===== config.mk =====
export PLATFORM = sky130hd
export DESIGN_NAME = suffix_stemmer_step1_core
export DESIGN_NICKNAME = d
export VERILOG_FILES = /design/src/sv/sss_pkg.sv /design/src/sv/sss_ram.sv /design/src/sv/sss_queue.sv /design/src/sv/sss_front.sv /design/src/sv/sss_back.sv /design/src/sv/suffix_stemmer_step1_core.sv
export SDC_FILE = /design/constraint.sdc
export NUM_CORES = 1
export LEC_CHECK = 0
export BUFFER_PORTS_ARGS = -buffer_cell sky130_fd_sc_hd__buf_2
export CORE_MARGIN = 2
export CORE_UTILIZATION = 45
export DETAILED_ROUTE_END_ITERATION = 8
export PLACE_DENSITY = 0.59
export SYNTH_ARGS = -nofsm -noshare
export SYNTH_HDL_FRONTEND = slang
export SYNTH_SLANG_ARGS = --single-unit
export TNS_END_PERCENT = 20

===== constraint.sdc =====
create_clock -name clk -period 11.9 [get_ports clk]
set_input_delay 2.38 -clock clk [delete_from_list [all_inputs] [get_ports clk]]
set_output_delay 2.38 -clock clk [all_outputs]
set_load 0.005 [all_outputs]

===== src/sv/sss_pkg.sv =====
`timescale 1ns / 1ps
`default_nettype none
// ----------------------------------------------------------------------------
// Suffix stemmer package
// Character codes shared by the front and back parts of the stemmer.
// ----------------------------------------------------------------------------
package sss_pkg;

  localparam logic [7:0] CH_A = 8'h61;
  localparam logic [7:0] CH_B = 8'h62;
  localparam logic [7:0] CH_D = 8'h64;
  localparam logic [7:0] CH_E = 8'h65;
  localparam logic [7:0] CH_F = 8'h66;
  localparam logic [7:0] CH_G = 8'h67;
  localparam logic [7:0] CH_I = 8'h69;
  localparam logic [7:0] CH_L = 8'h6c;
  localparam logic [7:0] CH_N = 8'h6e;
  localparam logic [7:0] CH_S = 8'h73;
  localparam logic [7:0] CH_T = 8'h74;
  localparam logic [7:0] CH_Z = 8'h7a;

  localparam int TAIL_DEPTH = 8;

endpackage
`default_nettype wire


===== src/sv/sss_ram.sv =====
`timescale 1ns / 1ps
`default_nettype none
// ----------------------------------------------------------------------------
// Generic RAM
// One write port and one read port with a registered read.
// ----------------------------------------------------------------------------
module sss_ram #(
  parameter int WIDTH = 8,
  parameter int DEPTH = 64
) (
  input  wire logic                     clk,
  input  wire logic                     we,
  input  wire logic [$clog2(DEPTH)-1:0] waddr,
  input  wire logic [WIDTH-1:0]         wdata,
  input  wire logic                     re,
  input  wire logic [$clog2(DEPTH)-1:0] raddr,
  output logic      [WIDTH-1:0]         rdata
);

  logic [WIDTH-1:0] mem [DEPTH];

  always_ff @(posedge clk) begin
    if (we) begin
      mem[waddr] <= wdata;
    end
    if (re) begin
      rdata <= mem[raddr];
    end
  end

endmodule
`default_nettype wire


===== src/sv/sss_queue.sv =====
`timescale 1ns / 1ps
`default_nettype none
// ----------------------------------------------------------------------------
// Word descriptor queue
// Two-entry queue of finished word descriptors between front and back.
// ----------------------------------------------------------------------------
module sss_queue #(
  parameter int WIDTH = 10
) (
  input  wire logic             clk,
  input  wire logic             rst,
  input  wire logic             push,
  input  wire logic [WIDTH-1:0] push_data,
  input  wire logic             pop,
  output logic      [WIDTH-1:0] head,
  output logic                  not_empty,
  output logic                  full
);

  logic [WIDTH-1:0] entry [2];
  logic             wptr;
  logic             rptr;
  logic [1:0]       count;

  assign head      = entry[rptr];
  assign not_empty = (count != 2'd0);
  assign full      = (count == 2'd2);

  always_ff @(posedge clk) begin
    if (push) begin
      entry[wptr] <= push_data;
    end
  end

  always_ff @(posedge clk) begin
    if (rst) begin
      wptr  <= 1'b0;
      rptr  <= 1'b0;
      count <= 2'd0;
    end else begin
      if (push) begin
        wptr <= ~wptr;
      end
      if (pop) begin
        rptr <= ~rptr;
      end
      count <= count + {1'b0, push} - {1'b0, pop};
    end
  end

  a_count_range : assert property (@(posedge clk) disable iff (rst) count != 2'd3)
    else $error("Descriptor queue count out of range.");
  a_no_overflow : assert property (@(posedge clk) disable iff (rst) !(push && full))
    else $error("Descriptor pushed into a full queue.");
  a_no_underflow : assert property (@(posedge clk) disable iff (rst)
      !(pop && !not_empty))
    else $error("Descriptor popped from an empty queue.");
  a_ptr_match : assert property (@(posedge clk) disable iff (rst)
      (count == 2'd0 || count == 2'd2) |-> (wptr == rptr))
    else $error("Queue pointers disagree with the count.");

endmodule
`default_nettype wire


===== src/sv/sss_front.sv =====
`timescale 1ns / 1ps
`default_nettype none
// ----------------------------------------------------------------------------
// Stemmer front end
// Collects characters into a word bank, tracks the word tail and decides the
// stemmed length at the word end.
// ----------------------------------------------------------------------------
module sss_front
  import sss_pkg::*;
#(
  parameter int MAX_WORD_LEN = 32
) (
  input  wire logic                                  clk,
  input  wire logic                                  rst,
  input  wire logic                                  char_valid,
  output logic                                       char_ready,
  input  wire logic [7:0]                            letter,
  input  wire logic                                  word_end,
  input  wire logic                                  q_full,
  output logic                                       q_push,
  output logic [$clog2(MAX_WORD_LEN+1)+2:0]          q_data,
  output logic                                       ram_we,
  output logic [$clog2(MAX_WORD_LEN):0]              ram_waddr,
  output logic [7:0]                                 ram_wdata
);

  localparam int LEN_W = $clog2(MAX_WORD_LEN + 1);
  localparam int IDX_W = $clog2(MAX_WORD_LEN);

  logic [LEN_W-1:0] word_length;
  logic             overflow_seen;
  logic             wbank;
  logic [7:0]       tail [TAIL_DEPTH];
  logic [7:0]       tail_next [TAIL_DEPTH];

  logic             accept;
  logic             full;
  logic [LEN_W-1:0] len_new;

  logic             sses, ies, ss, s1, ing, ed, cut;
  logic [1:0]       r1;
  logic [1:0]       r2;
  logic [2:0]       sh;
  logic [LEN_W-1:0] n1, n2, n_out;
  logic             e_add;
  logic [7:0]       u [3];
  logic [7:0]       v [3];

  assign char_ready = !q_full;
  assign accept     = char_valid && char_ready;
  assign full       = (word_length == LEN_W'(MAX_WORD_LEN));
  assign len_new    = word_length + {{(LEN_W-1){1'b0}}, !full};

  assign ram_we    = accept && !full;
  assign ram_waddr = {wbank, word_length[IDX_W-1:0]};
  assign ram_wdata = letter;

  always_comb begin
    tail_next[0] = full ? tail[0] : letter;
    for (int i = 1; i < TAIL_DEPTH; i++) begin
      tail_next[i] = full ? tail[i] : tail[i-1];
    end
  end

  always_comb begin
    sses = (len_new > LEN_W'(4)) && tail_next[3] == CH_S && tail_next[2] == CH_S &&
           tail_next[1] == CH_E && tail_next[0] == CH_S;
    ies  = (len_new > LEN_W'(3)) && tail_next[2] == CH_I && tail_next[1] == CH_E &&
           tail_next[0] == CH_S;
    ss   = (len_new > LEN_W'(2)) && tail_next[1] == CH_S && tail_next[0] == CH_S;
    s1   = (len_new > LEN_W'(1)) && tail_next[0] == CH_S;
    if (sses || ies) begin
      r1 = 2'd2;
    end else if (ss) begin
      r1 = 2'd0;
    end else if (s1) begin
      r1 = 2'd1;
    end else begin
      r1 = 2'd0;
    end
    n1 = len_new - {{(LEN_W-2){1'b0}}, r1};
    for (int d = 0; d < 3; d++) begin
      u[d] = tail_next[3'(d) + {1'b0, r1}];
    end

    ing = !sses && !ies && ss ? 1'b0 :
          (n1 > LEN_W'(4)) && u[2] == CH_I && u[1] == CH_N && u[0] == CH_G;
    ed  = !(!sses && !ies && ss) && !ing &&
          (n1 > LEN_W'(3)) && u[1] == CH_E && u[0] == CH_D;
    cut = ing || ed;
    r2  = ing ? 2'd3 : (ed ? 2'd2 : 2'd0);
    n2  = n1 - {{(LEN_W-2){1'b0}}, r2};
    sh  = {1'b0, r1} + {1'b0, r2};
    for (int d = 0; d < 3; d++) begin
      v[d] = tail_next[3'(d) + sh];
    end

    n_out = n2;
    e_add = 1'b0;
    if (cut) begin
      if ((n2 >= LEN_W'(2)) &&
          ((v[1] == CH_A && v[0] == CH_T) || (v[1] == CH_B && v[0] == CH_L) ||
           (v[1] == CH_I && v[0] == CH_Z))) begin
        n_out = n2 + LEN_W'(1);
        e_add = 1'b1;
      end else if ((n2 >= LEN_W'(2)) && v[1] == v[0]) begin
        n_out = n2 - LEN_W'(1);
      end else if ((n2 == LEN_W'(3)) && v[2] == CH_F && v[1] == CH_I && v[0] == CH_L) begin
        n_out = n2 + LEN_W'(1);
        e_add = 1'b1;
      end
    end
  end

  assign q_push = accept && word_end;
  assign q_data = {wbank, overflow_seen | full, e_add, n_out};

  always_ff @(posedge clk) begin
    if (accept && !full) begin
      for (int i = 0; i < TAIL_DEPTH; i++) begin
        tail[i] <= tail_next[i];
      end
    end
  end

  always_ff @(posedge clk) begin
    if (rst) begin
      word_length   <= '0;
      overflow_seen <= 1'b0;
      wbank         <= 1'b0;
    end else if (accept) begin
      if (word_end) begin
        word_length   <= '0;
        overflow_seen <= 1'b0;
        wbank         <= ~wbank;
      end else begin
        word_length   <= len_new;
        overflow_seen <= overflow_seen | full;
      end
    end
  end

  a_len_bound : assert property (@(posedge clk) disable iff (rst)
      word_length <= LEN_W'(MAX_WORD_LEN))
    else $error("Word length beyond the buffer size.");
  a_ovf_full : assert property (@(posedge clk) disable iff (rst)
      overflow_seen |-> full)
    else $error("Overflow flagged with room left in the buffer.");
  a_push_len : assert property (@(posedge clk) disable iff (rst)
      q_push |-> (n_out != '0) && (n_out <= len_new))
    else $error("Stemmed length out of range.");

endmodule
`default_nettype wire


===== src/sv/sss_back.sv =====
`timescale 1ns / 1ps
`default_nettype none
// ----------------------------------------------------------------------------
// Stemmer back end
// Reads the stemmed word out of its bank and drives the output register.
// ----------------------------------------------------------------------------
module sss_back
  import sss_pkg::*;
#(
  parameter int MAX_WORD_LEN = 32
) (
  input  wire logic                                  clk,
  input  wire logic                                  rst,
  input  wire logic [$clog2(MAX_WORD_LEN+1)+2:0]     q_head,
  input  wire logic                                  q_not_empty,
  output logic                                       q_pop,
  output logic                                       ram_re,
  output logic [$clog2(MAX_WORD_LEN):0]              ram_raddr,
  input  wire logic [7:0]                            ram_rdata,
  output logic                                       stem_valid,
  input  wire logic                                  stem_ready,
  output logic [7:0]                                 out_letter,
  output logic                                       out_end,
  output logic                                       truncated
);

  localparam int LEN_W = $clog2(MAX_WORD_LEN + 1);
  localparam int IDX_W = $clog2(MAX_WORD_LEN);

  logic [LEN_W-1:0] ridx;
  logic             e_last;
  logic             advance;
  logic             last;
  logic [LEN_W-1:0] h_len;
  logic             h_e_add;
  logic             h_trunc;
  logic             h_bank;

  assign {h_bank, h_trunc, h_e_add, h_len} = q_head;

  assign advance   = q_not_empty && (!stem_valid || stem_ready);
  assign last      = (ridx == h_len - LEN_W'(1));
  assign q_pop     = advance && last;
  assign ram_re    = advance;
  assign ram_raddr = {h_bank, ridx[IDX_W-1:0]};
  assign out_letter = e_last ? CH_E : ram_rdata;

  always_ff @(posedge clk) begin
    if (advance) begin
      out_end   <= last;
      e_last    <= last && h_e_add;
      truncated <= h_trunc;
    end
  end

  always_ff @(posedge clk) begin
    if (rst) begin
      stem_valid <= 1'b0;
      ridx       <= '0;
    end else begin
      if (advance) begin
        stem_valid <= 1'b1;
        ridx       <= last ? '0 : ridx + LEN_W'(1);
      end else if (stem_ready) begin
        stem_valid <= 1'b0;
      end
    end
  end

  a_idx_range : assert property (@(posedge clk) disable iff (rst)
      q_not_empty |-> ridx < h_len)
    else $error("Read index past the stemmed length.");
  a_idle_idx : assert property (@(posedge clk) disable iff (rst)
      !q_not_empty |-> ridx == '0)
    else $error("Read index not cleared between words.");
  a_empty_valid : assert property (@(posedge clk) disable iff (rst)
      (!q_not_empty && stem_valid && stem_ready) |=> !stem_valid)
    else $error("Output raised with no word to emit.");

endmodule
`default_nettype wire


===== src/sv/suffix_stemmer_step1_core.sv =====
`timescale 1ns / 1ps
`default_nettype none
// ----------------------------------------------------------------------------
// Suffix stemmer, Porter step 1
// Collects a word a character at a time and emits its step 1 stem.
// ----------------------------------------------------------------------------
// The front end takes one character per cycle, while char_ready is high, into
// one of two word banks of a RAM and, on the character marked word_end,
// classifies the word from its last eight stored characters and queues a
// descriptor. The back end reads the stemmed word from its bank at one
// character per cycle unless stem_ready holds the output; the first character
// goes through the registered RAM read once its descriptor is at the queue head.
// The front stalls only while both banks hold words that have not been fully
// read out, so the depth of that overlap is set by the two banks and the
// two-entry descriptor queue. Characters beyond MAX_WORD_LEN are dropped and
// every character of that word carries truncated.
// ----------------------------------------------------------------------------
module suffix_stemmer_step1_core #(
  parameter int MAX_WORD_LEN = 32
) (
  input  wire logic       clk,
  input  wire logic       rst,
  input  wire logic       char_valid,
  output logic            char_ready,
  input  wire logic [7:0] letter,
  input  wire logic       word_end,
  output logic            stem_valid,
  input  wire logic       stem_ready,
  output logic [7:0]      out_letter,
  output logic            out_end,
  output logic            truncated
);

  localparam int LEN_W     = $clog2(MAX_WORD_LEN + 1);
  localparam int IDX_W     = $clog2(MAX_WORD_LEN);
  localparam int DESC_W    = LEN_W + 3;
  localparam int RAM_DEPTH = 2 * (1 << IDX_W);

  logic              q_push;
  logic [DESC_W-1:0] q_data;
  logic              q_pop;
  logic [DESC_W-1:0] q_head;
  logic              q_not_empty;
  logic              q_full;
  logic              ram_we;
  logic [IDX_W:0]    ram_waddr;
  logic [7:0]        ram_wdata;
  logic              ram_re;
  logic [IDX_W:0]    ram_raddr;
  logic [7:0]        ram_rdata;

  sss_front #(
    .MAX_WORD_LEN(MAX_WORD_LEN)
  ) u_front (
    .clk       (clk),
    .rst       (rst),
    .char_valid(char_valid),
    .char_ready(char_ready),
    .letter    (letter),
    .word_end  (word_end),
    .q_full    (q_full),
    .q_push    (q_push),
    .q_data    (q_data),
    .ram_we    (ram_we),
    .ram_waddr (ram_waddr),
    .ram_wdata (ram_wdata)
  );

  sss_queue #(
    .WIDTH(DESC_W)
  ) u_queue (
    .clk      (clk),
    .rst      (rst),
    .push     (q_push),
    .push_data(q_data),
    .pop      (q_pop),
    .head     (q_head),
    .not_empty(q_not_empty),
    .full     (q_full)
  );

  sss_ram #(
    .WIDTH(8),
    .DEPTH(RAM_DEPTH)
  ) u_ram (
    .clk  (clk),
    .we   (ram_we),
    .waddr(ram_waddr),
    .wdata(ram_wdata),
    .re   (ram_re),
    .raddr(ram_raddr),
    .rdata(ram_rdata)
  );

  sss_back #(
    .MAX_WORD_LEN(MAX_WORD_LEN)
  ) u_back (
    .clk        (clk),
    .rst        (rst),
    .q_head     (q_head),
    .q_not_empty(q_not_empty),
    .q_pop      (q_pop),
    .ram_re     (ram_re),
    .ram_raddr  (ram_raddr),
    .ram_rdata  (ram_rdata),
    .stem_valid (stem_valid),
    .stem_ready (stem_ready),
    .out_letter (out_letter),
    .out_end    (out_end),
    .truncated  (truncated)
  );

  a_bank_clash : assert property (@(posedge clk) disable iff (rst)
      !(ram_we && ram_re && ram_waddr[IDX_W] == ram_raddr[IDX_W]))
    else $error("Front end wrote the bank being emitted.");
  a_ready_full : assert property (@(posedge clk) disable iff (rst)
      char_ready == !q_full)
    else $error("Input ready disagrees with queue space.");
  a_out_end_pop : assert property (@(posedge clk) disable iff (rst)
      q_pop |=> stem_valid && out_end)
    else $error("Word finished without an end mark.");

endmodule
`default_nettype wire


# Word-level counts from Yosys, hierarchy flattened
# Memories as Yosys holds them, arrays and structs flattened. A register that Yosys moved wholly into a read port is not among the register bits.
# Index checks and enable logic that the tools add are counted.
dict set report classes {
  add_sub_neg 14
  n_lt_le_gt_ge 13
  n_eq_ne 23
  n_mux 52
  bitwise_logic 10
  n_reduce_logical 48
}
# op count
set ops {}
lappend ops {{$mux W8} 21}
lappend ops {{$bmux W8 S3} 6}
lappend ops {{$eq A8 B7 Y1 const B} 18}
lappend ops {{$mux W6} 6}
lappend ops {{$logic_and A1 B1 Y1} 33}
lappend ops {{$ge A4 B4 Y1 const B} 6}
lappend ops {{$not A3 Y4} 5}
lappend ops {{$gt A6 B2 Y1 const B} 3}
lappend ops {{$mux W1} 15}
lappend ops {{$add A6 B1 Y6 const B} 2}
lappend ops {{$gt A6 B3 Y1 const B} 2}
lappend ops {{$sub A6 B1 Y6 const B} 2}
lappend ops {{$sub A6 B2 Y6} 2}
lappend ops {{$eq A8 B8 Y1} 1}
lappend ops {{$mux W2} 4}
lappend ops {{$logic_not A1 Y1} 7}
lappend ops {{$add A6 B1 Y6} 1}
lappend ops {{$eq A6 B2 Y1 const B} 1}
lappend ops {{$eq A6 B6 Y1} 1}
lappend ops {{$eq A6 B6 Y1 const B} 1}
lappend ops {{$ge A6 B2 Y1 const B} 1}
lappend ops {{$gt A6 B1 Y1 const B} 1}
lappend ops {{$logic_or A1 B1 Y1} 5}
lappend ops {{$not A2 Y4} 1}
lappend ops {{12 further kinds} 15}
dict set report totals {
  register_bits 22
  ramBits 594
  input_bits 13
  output_inout_bits 12
  elab_cells 174
  n_memories 3
}
# memory words word_bits rd rd_clocked_by_memory_dff write_ports line_no
set memory_table {}
lappend memory_table {u_ram.mem 64 8 1 1 1 sss_ram.sv:20} ;# logic [WIDTH-1:0] mem [DEPTH];
lappend memory_table {u_front.tail 8 8 8 0 8 sss_front.sv:33} ;# logic [7:0] tail [TAIL_DEPTH];
lappend memory_table {u_queue.entry 2 9 1 1 1 sss_queue.sv:20} ;# logic [WIDTH-1:0] entry [2];

# Longest topological paths before layout
# Gate-level depths: netlist (run 1).
dict set report depth {
  ltp_word 41
  ltp_mapped 45
  depth_no_buf 39
}

# Cells and area by module
# A second synthesis (run 1) with hierarchy kept.
dict set report hier_totals {
  cells_unflattened 1904
  hier_area_um2 28651.2
}
# mod n_inst cells_per_inst area_per_inst_um2 seq_area_each_um2
set modules_own_cells {}
lappend modules_own_cells {sss_ram 1 940 20246.9 15615.0}
lappend modules_own_cells {sss_front 1 827 6762.7 2082.0}
lappend modules_own_cells {sss_queue 1 49 865.8 640.6}
lappend modules_own_cells {sss_back 1 88 775.7 230.2}

# Worst setup path before layout (run 1)
# No wires, ideal clock.
dict set report synth_timing {
  kind {input to register}
  startpoint {input port letter[7]}
  endpoint {memory u_queue.entry[0][3] (netlist name) (data pin)}
  setup_time_ns 0.275
  arrival_time_ns 9.682
  required_ns 11.625
  slack_ns 1.943
  stages 34
  path_buffers 3
  path_cell_list {nand3b_1 or3_1 nand4b_1 a21boi_1 nand2_1 inv_1 nor2_1 ha_1 fa_1 clkbuf_1 and3_1 o22ai_1 o21ai_0 xor2_1 nor2b_1 a2111oi_0 o21a_1 buf_2 inv_1 fa_1 inv_2 ha_1 xor2_1 and2_1 clkbuf_1 o221a_2 o41ai_2 nand3_1 nand4b_4 or4_4 a2111oi_4 a41oi_2 o41ai_2 xor2_1}
}
dict set report synth_via {
  elab_chain_cells 37
  word_cells_on_any_way 91
  cone_classes {add/sub: 9; order compare: 3; eq/ne: 15; mux: 29; bitwise: 6; reduce/logical: 29}
}
# item line_no
set synth_rtl {}
lappend synth_rtl {{from (decl)} suffix_stemmer_step1_core.sv:25} ;# input wire logic [7:0] letter,
lappend synth_rtl {{$mux W8 (*)} sss_front.sv:59} ;# tail_next[0] = full ? tail[0] : letter;
lappend synth_rtl {{$eq A8 B7 Y1} --}
lappend synth_rtl {{$logic_and A1 B1 Y1} sss_front.sv:71} ;# s1 = (len_new > LEN_W'(1)) && tail_next[0] == CH_S;
lappend synth_rtl {{$mux W1} sss_front.sv:76} ;# end else if (s1) begin
lappend synth_rtl {{$mux W2} sss_front.sv:74} ;# end else if (ss) begin
lappend synth_rtl {{$mux W2} sss_front.sv:72} ;# if (sses || ies) begin
lappend synth_rtl {{$add A2 B2 Y3} sss_front.sv:83} ;# u[d] = tail_next[3'(d) + {1'b0, r1}];
lappend synth_rtl {{$not A3 Y4 (implied by the code)} sss_front.sv:83}
lappend synth_rtl {{[... 19 more ...]} --}
lappend synth_rtl {{$mux W8 (implied by the code) (2 in series)} sss_front.sv:95} ;# v[d] = tail_next[3'(d) + sh];
lappend synth_rtl {{$eq A8 B7 Y1} sss_front.sv:108} ;# end else if ((n2 == LEN_W'(3)) && v[2] == CH_F && v[1] == CH_I && v[0] == CH_L) begin
lappend synth_rtl {{$logic_and A1 B1 Y1 (3 in series)} sss_front.sv:108}
lappend synth_rtl {{$mux W6} sss_front.sv:108}
lappend synth_rtl {{$mux W6} sss_front.sv:106} ;# end else if ((n2 >= LEN_W'(2)) && v[1] == v[0]) begin
lappend synth_rtl {{$mux W6} sss_front.sv:101} ;# if ((n2 >= LEN_W'(2)) &&
lappend synth_rtl {{$mux W6 (*)} sss_front.sv:100} ;# if (cut) begin
lappend synth_rtl {{net q_data[3]} suffix_stemmer_step1_core.sv:40} ;# logic [DESC_W-1:0] q_data;
lappend synth_rtl {{to (decl)} sss_queue.sv:20}
# The timed path passes the listed nets; every way through them passes the cells marked *. The select of a mux whose other input is x is not followed.

# Worst setup path after layout (run 1)
dict set report layout_timing {
  startpoint {input port letter[1]}
  endpoint {memory u_queue.entry[1][4] (netlist name) (data pin)}
}
# The elaborated chain is that of the path after synthesis.

==> impl_metrics.csv, run 1 <==
group,metric,value,unit
setup_path,crit_arrival,11.78,ns
pwr,power.switching,1.11,mW
pwr,total_power,4.85,mW
layout,syn_to_final_growth,10.7,%
synthesis,synth-xor-area-share,0.0148,
route,drt_first_pass_iters,8,
pwr,comb_power_share,0.082,
setup_path,path_buf_inv,4,
clock_network,path_clk_slew,0.06,ns
sta,final-setup-viol-count,0,
clock_network,cts_tree,"yes",
placement,hpwl,42900,µm
die,initial_core_util,0.453,
synthesis,ys.flop_type,"edfxtp_1",
route,ant_nets,0,
clock_network,cts_hold_buf,0,
global_routing,grt_max_degree,75,
flow_run,max-cap-violations,0,
route,via_per_inst,6.05,
status,run_status,"completed",
sta,fmax,87.7,MHz
sta,min_period,11.41,ns
global_routing,grt_overflow,0,
sta,max_slew_margin,0.230,
die,coreArea,0.0614,mm²
synthesis,muxShareOfSynthArea,0.152,
global_routing,gr-usage-all-layers,0.214,
global_routing,grt_pass1_wl,101000,µm
layout,layoutNonFillerInstCount,2566,
die,die_x,252,µm
route,drt-total-wl,67400,µm
synthesis,synthCells,1708,
die,die_area,0.0637,mm²
pwr,cellPowerDensity,158,mW/mm²
synthesis,syn_area,0.0278,mm²
synthesis,synthAdderAreaFrac,0.00937,
synthesis,ys_top_cells_by_area,"edfxtp_1 65%, mux4_2 14%, nand2_1 2.4%",
synthesis,synth-simple-area-share,0.0748,
sta,hold_violations,0,
layout,diodes,0,
setup_path,endpoint_kind,"flop",
synthesis,synth-seq-cells,625,
layout,drive_gt1_frac,0.205,
hold_path,holdCritPathClass,"flop to flop",
placement,port_buffers,24,
layout,layout_common_cells,"605 x edfxtp_1, 174 x nand2_1, 172 x mux4_2",
sta,final_max_slew_viol_count,0,
clock_network,clockBufferDepth,3,
placement,place_inst,2448,
placement,gp_congestion,0.898,
sta,tns,0,ns
synthesis,avgSynthCellArea,16.3,µm²
global_routing,grt_pass1_vias,15558,
pwr,pwr-share-clk,0.402,
die,row_count,91,
route,drc_errors,0,
setup_path,cp_slowest_cell,"fa_1",
synthesis,synth_top_area_cell,"edfxtp_1",
pwr,ir_drop,0.111,mV
route,wl_per_cell,26.3,µm
route,vias,15515,
synthesis,synthArstFlopShare,0,
synthesis,synth_top_family_by_area,"multiplexers",
global_routing,grt_antenna_before_repair,1,
clock_network,cts.repair.resized,0,
route,drtIter0Drc,1403,
clock_network,post_cts_buffers,0,
setup_path,cp_slowest_stage_delay,0.75,ns
clock_network,cts_root_buf,"clkbuf_16",
synthesis,synth_compound_area_frac,0.0612,
synthesis,synth-edff-count,605,
synthesis,syn_nets,1740,
die,dieHeight,252,µm
layout,final_common_cell,"edfxtp_1",
sta,tightest_slew,1.12,ns
setup_path,cp_max_fo,10,
pwr,p_int,3.73,mW
sta,fin_skew,0.0293,ns
die,io_pins,25,
clock_network,clk-insertion-delay-late,0.61,ns
layout,finalNetCount,1758,
pwr,power_frac_seq,0.516,
synthesis,yosysUniqueCellTypes,79,
setup_path,crit_family,"simple AND/OR/NAND/NOR gates",
clock_network,numCtsBuffers,66,
setup_path,path_class,"primary input to flop",
clock_network,cts_sinks,625,
clock_network,cts-htree-levels,3,
synthesis,yosysTopAreaCellShare,0.654,
sta,fin_crit_sh,0.959,
pwr,sw_frac_of_total,0.230,
synthesis,ys_warn_count,0,
setup_path,cp-start-kind,"primary input",
synthesis,synth_seq_area_share,0.668,
setup_path,required,12.27,ns
pwr,cellLeakagePower,9.63,nW
worst min-delay path, delay by kind of cell (launching register included):
kind,cells,cell delay (ns)
compound gates,1,0.07
flops,1,0.31
simple gates,1,0.09
sequential cells by signal, summed over array words and instances (netlist names), 2 cells and up, named ones only:
register	flops
u_ram.mem	512
u_front.tail	64
u_ram.rdata	8
u_queue.entry	18
u_back.ridx	6
u_front.word_length	6
u_queue.count	2
stage by stage:
step                setup WS [ns]  utilization  cell area, µm²  hold slack (ns)
floorplan                    1.94            -           27800            0.478
global placement            0.280        0.468           28700            0.489
detailed placement        -0.0827        0.468           28700            0.497
CTS                         0.536        0.501           30800            0.508
global route              -0.0484        0.501           30800            0.556
finish                      0.493        0.501           30800            0.517
area by class of cell:
class	count	area (µm²)
repair buffers	54	358
fillers	5029	30600
flip-flops and latches	625	18600
clock buffers	86	1760
clock inverters	32	277
multi-input cells	951	8700
well taps	790	988
inverters	28	105
cells by family after synthesis:
| logic type | after synthesis |
|---|---|
| flops | 625 |
| simple gates | 443 |
| compound gates | 236 |
| mux | 206 |
| buf+inv | 132 |
| xor+xnor | 47 |
| fa+ha+maj | 19 |
power by group through the flow:
stage | clock network, mW | registers (mW) | logic (mW)
after CTS | 1.99 | 2.50 | 0.406
after global placement | 0 | 2.54 | 0.400
after floorplan | 0 | 2.52 | 0.280
after detailed placement | 0 | 2.55 | 0.405
after global routing | 2.06 | 2.50 | 0.431
final | 1.95 | 2.50 | 0.400
cells in the mapped netlist, types with 20 or more instances:
cell	number
inv_1	26
edfxtp_1	605
nor2_1	123
o22a_1	33
o21ai_0	58
a21oi_1	30
mux4_2	172
buf_1	26
clkbuf_1	61
nand3_1	29
xnor2_1	31
o22ai_1	20
nand2_1	174
dfxtp_1	20
metal layers:
layer / routed length [µm] / share of wire / global-route usage / up-vias
met1: 29200 / 0.43 / 0.296 / 8008
li1: - / - / - / 6860
met4: 2020 / 0.030 / 0.0668 / 0
met3: 4380 / 0.065 / 0.0457 / 122
met5: 0 / 0 / 0 / -
met2: 31900 / 0.47 / 0.340 / 525
path summary, 6_finish.rpt:
check                               from                  end  slack, ns  cells past startpoint
setup reg to reg  u_front.word_length[2]  u_queue.entry[1][4]       1.03                     33
hold reg to reg        u_back.stem_valid    u_back.stem_valid       0.52                      2
hold / removal         u_back.stem_valid    u_back.stem_valid       0.52                      2
setup / recovery               letter[1]  u_queue.entry[1][4]       0.49                     32
Note: power is estimated with default switching activity, not from simulation.
==> inputs of run 2 (changes only) <==
--- a/config.mk
+++ b/config.mk
@@ -6,8 +6,8 @@
 export NUM_CORES = 1
 export LEC_CHECK = 0
 export BUFFER_PORTS_ARGS = -buffer_cell sky130_fd_sc_hd__buf_2
-export CORE_MARGIN = 2
 export CORE_UTILIZATION = 45
+export CTS_CLUSTER_SIZE = 12
 export DETAILED_ROUTE_END_ITERATION = 8
 export PLACE_DENSITY = 0.59
 export SYNTH_ARGS = -nofsm -noshare
==> constraint.sdc (replaced) <==
create_clock -name clk -period 13.3 [get_ports clk]
set_input_delay 2.66 -clock clk [delete_from_list [all_inputs] [get_ports clk]]
set_output_delay 2.66 -clock clk [all_outputs]
set_load 0.005 [all_outputs]
==> run 2 against run 1 <==
Utilization is 0.34 points higher; critical path depth stayed put; highest routed layer unchanged; design area is 0.43% lower; final cell count is 1.0% lower.
==> impl_metrics.csv, run 2 (synthesis results as in run 1) <==
group,metric,value,unit
route,wl_per_cell,26.5,µm
sta,tightest_slew,1.15,ns
status,run_status,"completed",
setup_path,timing.rr.end,"u_queue.entry[0][4]",
flow_run,max-cap-violations,0,
global_routing,grt_pass1_vias,15536,
setup_path,reg2reg_slack,2.32,ns
clock_network,post_cts_buffers,0,
placement,hpwl,43500,µm
clock_network,numCtsBuffers,68,
layout,top_register,"u_ram.mem",
route,ant_nets,0,
die,initial_core_util,0.458,
clock_network,cts.repair.resized,0,
setup_path,cp-start-kind,"primary input",
hold_path,hp-start,"u_back.stem_valid",
setup_path,cp_slowest_stage_delay,0.84,ns
global_routing,grt_max_degree,100,
clock_network,cts_sinks,625,
layout,layout_common_cells,"605 x edfxtp_1, 174 x nand2_1, 172 x mux4_2",
clock_network,cts-htree-levels,3,
die,row_count,90,
placement,gp_congestion,0.878,
hold_path,min_path_cells,2,
route,drc_errors,0,
pwr,cellPowerDensity,141,mW/mm²
layout,largest_register_ffs,512,
placement,port_buffers,24,
route,vias,15486,
clock_network,cts_tree,"yes",
route,drt_first_pass_iters,5,
die,io_pins,25,
global_routing,grt_overflow,0,
clock_network,cts_hold_buf,0,
hold_path,holdCritPathClass,"flop to flop",
setup_path,path_buf_inv,4,
clock_network,clockBufferDepth,3,
layout,final_common_cell,"edfxtp_1",
sta,max_slew_margin,0.211,
layout,fin_util,0.505,
clock_network,cts_root_buf,"clkbuf_16",
setup_path,rr_worst_depth,33,
sta,hold_slack,0.509,ns
clock_network,path_clk_slew,0.05,ns
global_routing,grt_pass1_wl,101000,µm
die,coreArea,0.0607,mm²
layout,finalNetCount,1753,
sta,final_max_slew_viol_count,0,
route,drt-total-wl,67200,µm
pwr,ir_drop,0.0915,mV
sta,fin_crit_sh,0.880,
layout,reg_top3,"u_ram.mem x512, u_front.tail x64, u_queue.entry x18",
sta,fmax,85.4,MHz
layout,diodes,0,
route,via_per_inst,6.10,
hold_path,min_to,"u_back.stem_valid",
setup_path,crit_arrival,12.08,ns
setup_path,cp_max_fo,21,
route,drtIter0Drc,1529,
global_routing,grt_antenna_before_repair,0,
layout,syn_to_final_growth,10.2,%
die,die_x,250,µm
sta,hold_violations,0,
sta,rsz0062_at_grt,"false",
sta,final-setup-viol-count,0,
placement,place_inst,2433,
sta,tns,0,ns
layout,drive_gt1_frac,0.200,
sta,fin_skew,0.0189,ns
layout,layoutNonFillerInstCount,2540,
clock_network,clk-insertion-delay-late,0.59,ns
placement,dpl_cell_area,0.0287,mm²
layout,final_area,0.0306,mm²
global_routing,gr-usage-all-layers,0.218,
setup_path,crit_family,"simple AND/OR/NAND/NOR gates",
die,dieHeight,250,µm
setup_path,path_class,"primary input to flop",
sta,min_period,11.71,ns
die,die_area,0.0627,mm²
setup_path,required,13.68,ns
setup_path,r2r-start,"u_front.word_length[2]",
setup_path,endpoint_kind,"flop",
pwr,cellLeakagePower,9.56,nW
setup_path,cp_slowest_cell,"nor4_1",
-- run 2: cell count changes in the layout (fill, tap and decap cells not counted) --
cell / delta
inv_16: -2
a2111oi_0: +1
clkinv_8: -1
o21a_2: -1
o21a_1: +1
clkbuf_1: -1
a2111oi_1: -1
buf_4: -7
clkinv_16: -1
clkinv_1: -6
clkbuf_16: +1
bufinv_16: +1
clkinv_2: -2
-- run 2: power breakdown --
group / internal [mW] / leakage (nW) / switching [mW]
sequential: 2.19 / 5.67 / 0.0472
combinational: 0.162 / 2.93 / 0.191
clock: 0.996 / 0.961 / 0.723
total: 3.35 / 9.56 / 0.960
-- run 2: worst max path at each step --
stage / start / endpoint / slack [ns] / cells past startpoint
3_3_place_gp: letter[1] / u_queue.entry[0][4] / 1.34 / 32
2_1_floorplan: letter[7] / u_queue.entry[0][3] / 3.06 / 34
6_report: letter[1] / u_queue.entry[0][4] / 1.59 / 32
3_5_place_dp: letter[1] / u_queue.entry[1][3] / 1.06 / 32
4_1_cts: letter[1] / u_queue.entry[0][4] / 1.64 / 32
5_1_grt: letter[1] / u_queue.entry[1][4] / 0.74 / 32
-- run 2: through the flow --
stage / setup slack [ns] / total power, mW
after CTS: 1.64 / 4.36
after global placement: 1.34 / 2.64
final: 1.59 / 4.31
after floorplan: 3.06 / 2.50
after global routing: 0.736 / 4.46
after detailed placement: 1.06 / 2.64
-- run 2: worst reg2reg max path: cells and delay by family (launching register included) --
kind            cells  cell delay (ns)
simple gates       10             3.13
xor+xnor            4             1.33
buf+inv             3             0.48
flops               1             0.49
compound gates     11             3.34
fa+ha+maj           5             2.01
-- run 2: final cells by class --
class / count / area (µm²)
clock buffer: 86 / 1780
inverter: 28 / 105
clock inverter: 21 / 188
multi-input combinational: 951 / 8700
fill: 4962 / 30100
timing repair buffer: 47 / 305
tap: 782 / 978
sequential: 625 / 18600
-- run 2: routing by layer --
layer	track usage	vias up	wire length, µm
met5	0	-	0
met4	0.0649	0	1520
met3	0.0419	104	4680
met2	0.341	552	31700
met1	0.310	7983	29300
li1	-	6847	-
==> inputs of run 3 (changes only) <==
--- a/config.mk
+++ b/config.mk
@@ -12,5 +12,6 @@
 export PLACE_DENSITY = 0.59
 export SYNTH_ARGS = -nofsm -noshare
 export SYNTH_HDL_FRONTEND = slang
+export SYNTH_HIERARCHICAL = 1
 export SYNTH_SLANG_ARGS = --single-unit
 export TNS_END_PERCENT = 20
==> run 3 against run 2 <==
First-iteration DRC count up 12%; clock-buffer cell count shrank 1; non-clock buffer count increased by 6; highest routed layer unchanged.
==> impl_metrics.csv, run 3 <==
group,metric,value,unit
status,run_status,"completed",
layout,reg_top3,"u_ram/mem x512, u_front/tail x64, u_queue/entry x18",
layout,diodes,0,
route,drc_errors,0,
clock_network,cts.repair.resized,0,
route,drtIter0Drc,1717,
synthesis,synth_compound_area_frac,0.0781,
die,die_x,254,µm
route,drt_first_pass_iters,7,
sta,hold_violations,0,
global_routing,grt_overflow,0,
synthesis,ys_warn_count,6,
layout,largest_register_ffs,512,
setup_path,r2r-start,"u_front/word_length[1]",
clock_network,clockBufferDepth,3,
synthesis,synth-edff-count,605,
sta,final_max_slew_viol_count,0,
sta,tns,0,ns
clock_network,cts_sinks,625,
synthesis,synth_top_family_by_area,"multiplexers",
sta,hold_slack,0.515,ns
clock_network,numCtsBuffers,69,
sta,fin_crit_sh,0.881,
synthesis,synth_seq_area_share,0.648,
sta,rsz0062_at_grt,"false",
setup_path,reg2reg_slack,1.59,ns
synthesis,ys_top_cells_by_area,"edfxtp_1 63%, mux4_2 10%, nand2_1 2.5%",
die,io_pins,25,
synthesis,synth_top_area_cell,"edfxtp_1",
setup_path,cp_max_fo,21,
pwr,cellPowerDensity,142,mW/mm²
placement,port_buffers,24,
die,initial_core_util,0.455,
setup_path,crit_path_end,"u_queue/entry[1][4]",
synthesis,synthCells,1904,
die,die_area,0.0647,mm²
die,row_count,92,
synthesis,synth_most_common_cell,"edfxtp_1",
route,vias,17007,
setup_path,path_class,"flop to flop",
setup_path,cp-start-kind,"flop",
global_routing,grt_max_degree,69,
sta,final-setup-viol-count,0,
setup_path,cp-startpoint,"u_front/word_length[1]",
sta,min_period,11.71,ns
global_routing,grt_pass1_wl,110000,µm
global_routing,gr-usage-all-layers,0.233,
die,dieHeight,254,µm
layout,final_common_cell,"edfxtp_1",
layout,top_register,"u_ram/mem",
synthesis,synth-xor-area-share,0.0109,
sta,fmax,85.4,MHz
clock_network,cts_tree,"yes",
placement,gp_congestion,0.941,
layout,drive_gt1_frac,0.169,
sta,fin_skew,0.0235,ns
pwr,ir_drop,0.0756,mV
route,drt-total-wl,74200,µm
synthesis,syn_nets,1936,
global_routing,grt_pass1_vias,16726,
setup_path,endpoint_kind,"flop",
clock_network,post_cts_buffers,0,
clock_network,path_clk_slew,0.06,ns
synthesis,netlist_top_cells_count,"605 x edfxtp_1, 193 x nand2_1, 137 x nor2_1",
synthesis,avgSynthCellArea,15.0,µm²
setup_path,rr_worst_depth,34,
clock_network,clk-insertion-delay-late,0.61,ns
hold_path,holdCritPathClass,"flop to flop",
clock_network,cts_root_buf,"clkbuf_16",
placement,hpwl,46900,µm
route,ant_nets,0,
setup_path,cp_slowest_stage_delay,0.96,ns
route,wl_per_cell,26.6,µm
setup_path,crit_arrival,12.02,ns
synthesis,synthAdderAreaFrac,0.00908,
global_routing,grt_antenna_before_repair,1,
route,via_per_inst,6.09,
setup_path,required,13.60,ns
sta,tightest_slew,1.12,ns
synthesis,muxShareOfSynthArea,0.130,
layout,finalNetCount,1932,
clock_network,cts-htree-levels,3,
synthesis,synth-simple-area-share,0.0927,
synthesis,syn_area,0.0287,mm²
pwr,cellLeakagePower,10.0,nW
setup_path,timing.rr.end,"u_queue/entry[1][4]",
synthesis,yosysUniqueCellTypes,94,
synthesis,yosysTopAreaCellShare,0.634,
sta,max_slew_margin,0.254,
setup_path,crit_top_cell,"ha_1",
flow_run,max-cap-violations,0,
clock_network,cts_hold_buf,0,
layout,syn_to_final_growth,10.0,%
setup_path,cp_slowest_cell,"a221oi_1",
synthesis,ys.flop_type,"edfxtp_1",
synthesis,synthArstFlopShare,0,
layout,layout_common_cells,"605 x edfxtp_1, 193 x nand2_1, 136 x nor2_1",
layout,fill_cells,5292,
die,coreArea,0.0630,mm²
synthesis,synth-seq-cells,625,
==> run 3: power by group <==
| part | internal, mW | leakage [nW] | switching (mW) |
|---|---|---|---|
| registers | 2.20 | 5.67 | 0.0507 |
| clock network | 1.11 | 1.07 | 0.766 |
| logic | 0.155 | 3.26 | 0.207 |
==> run 3: stage by stage <==
| step | instances | power (mW) | util | area, µm² | setup slack, ns |
|---|---|---|---|---|---|
| 2_1_floorplan | 1904 | 2.54 | - | 28700 | 3.07 |
| 3_3_place_gp | 2675 | 2.65 | 0.466 | 29300 | 1.35 |
| 3_5_place_dp | 2675 | 2.65 | 0.466 | 29300 | 1.20 |
| 4_1_cts | 2791 | 4.53 | 0.501 | 31500 | 1.69 |
| 5_1_grt | 2791 | 4.63 | 0.501 | 31500 | 0.885 |
| 6_report | 2791 | 4.48 | 0.501 | 31500 | 1.59 |
==> run 3: critical path: cells and delay by family (launching register included) <==
family                     cells  cell delay, ns
xor gates and xnor gates       2            0.52
adders and majority gates      4            1.51
and+or+nand+nor                9            3.90
muxes                          2            0.53
DFF                            1            0.45
buffers and inverters          6            1.71
AOI/OAI and AO/OA             11            2.77
==> run 3: cells by family (layout without fill, tap and decap cells) <==
| kind of cell | count (synthesis) | in the layout |
|---|---|---|
| AOI/OAI and AO/OA | 313 | 313 |
| muxes | 202 | 202 |
| xor gates and xnor gates | 34 | 34 |
| DFF | 625 | 625 |
| buffers and inverters | 168 | 209 |
| and+or+nand+nor | 543 | 543 |
| adders and majority gates | 19 | 19 |
==> run 3: worst min-delay path by stage <==
| stage | start | slack [ns] | cells past startpoint | to |
|---|---|---|---|---|
| 2_1_floorplan | u_front/overflow_seen | 0.48 | 2 | u_front/overflow_seen |
| 3_3_place_gp | u_queue/rptr | 0.50 | 2 | u_queue/rptr |
| 3_5_place_dp | u_queue/rptr | 0.50 | 2 | u_queue/rptr |
| 4_1_cts | u_queue/rptr | 0.52 | 2 | u_queue/rptr |
| 5_1_grt | u_queue/entry[0][7] | 0.54 | 1 | u_back/truncated |
| 6_report | u_queue/rptr | 0.52 | 2 | u_queue/rptr |
==> run 3: routing by layer <==
metal  vias to the layer above  track usage  wire, µm
li1                       7508            -         -
met1                      8757        0.325     31600
met4                         0       0.0778      2060
met3                       134       0.0382      4800
met2                       608        0.373     35700
met5                         -            0         0
==> run 3: layout make-up <==
cell class              count  area [µm²]  share of cell area
clock buffers              85        1860              0.0590
clock inverters            31         350              0.0111
inverters                  40         150             0.00476
multi-input cells        1111        9190               0.292
flip-flops and latches    625       18600               0.589
well taps                 846        1060              0.0336
repair buffers             53         338              0.0107
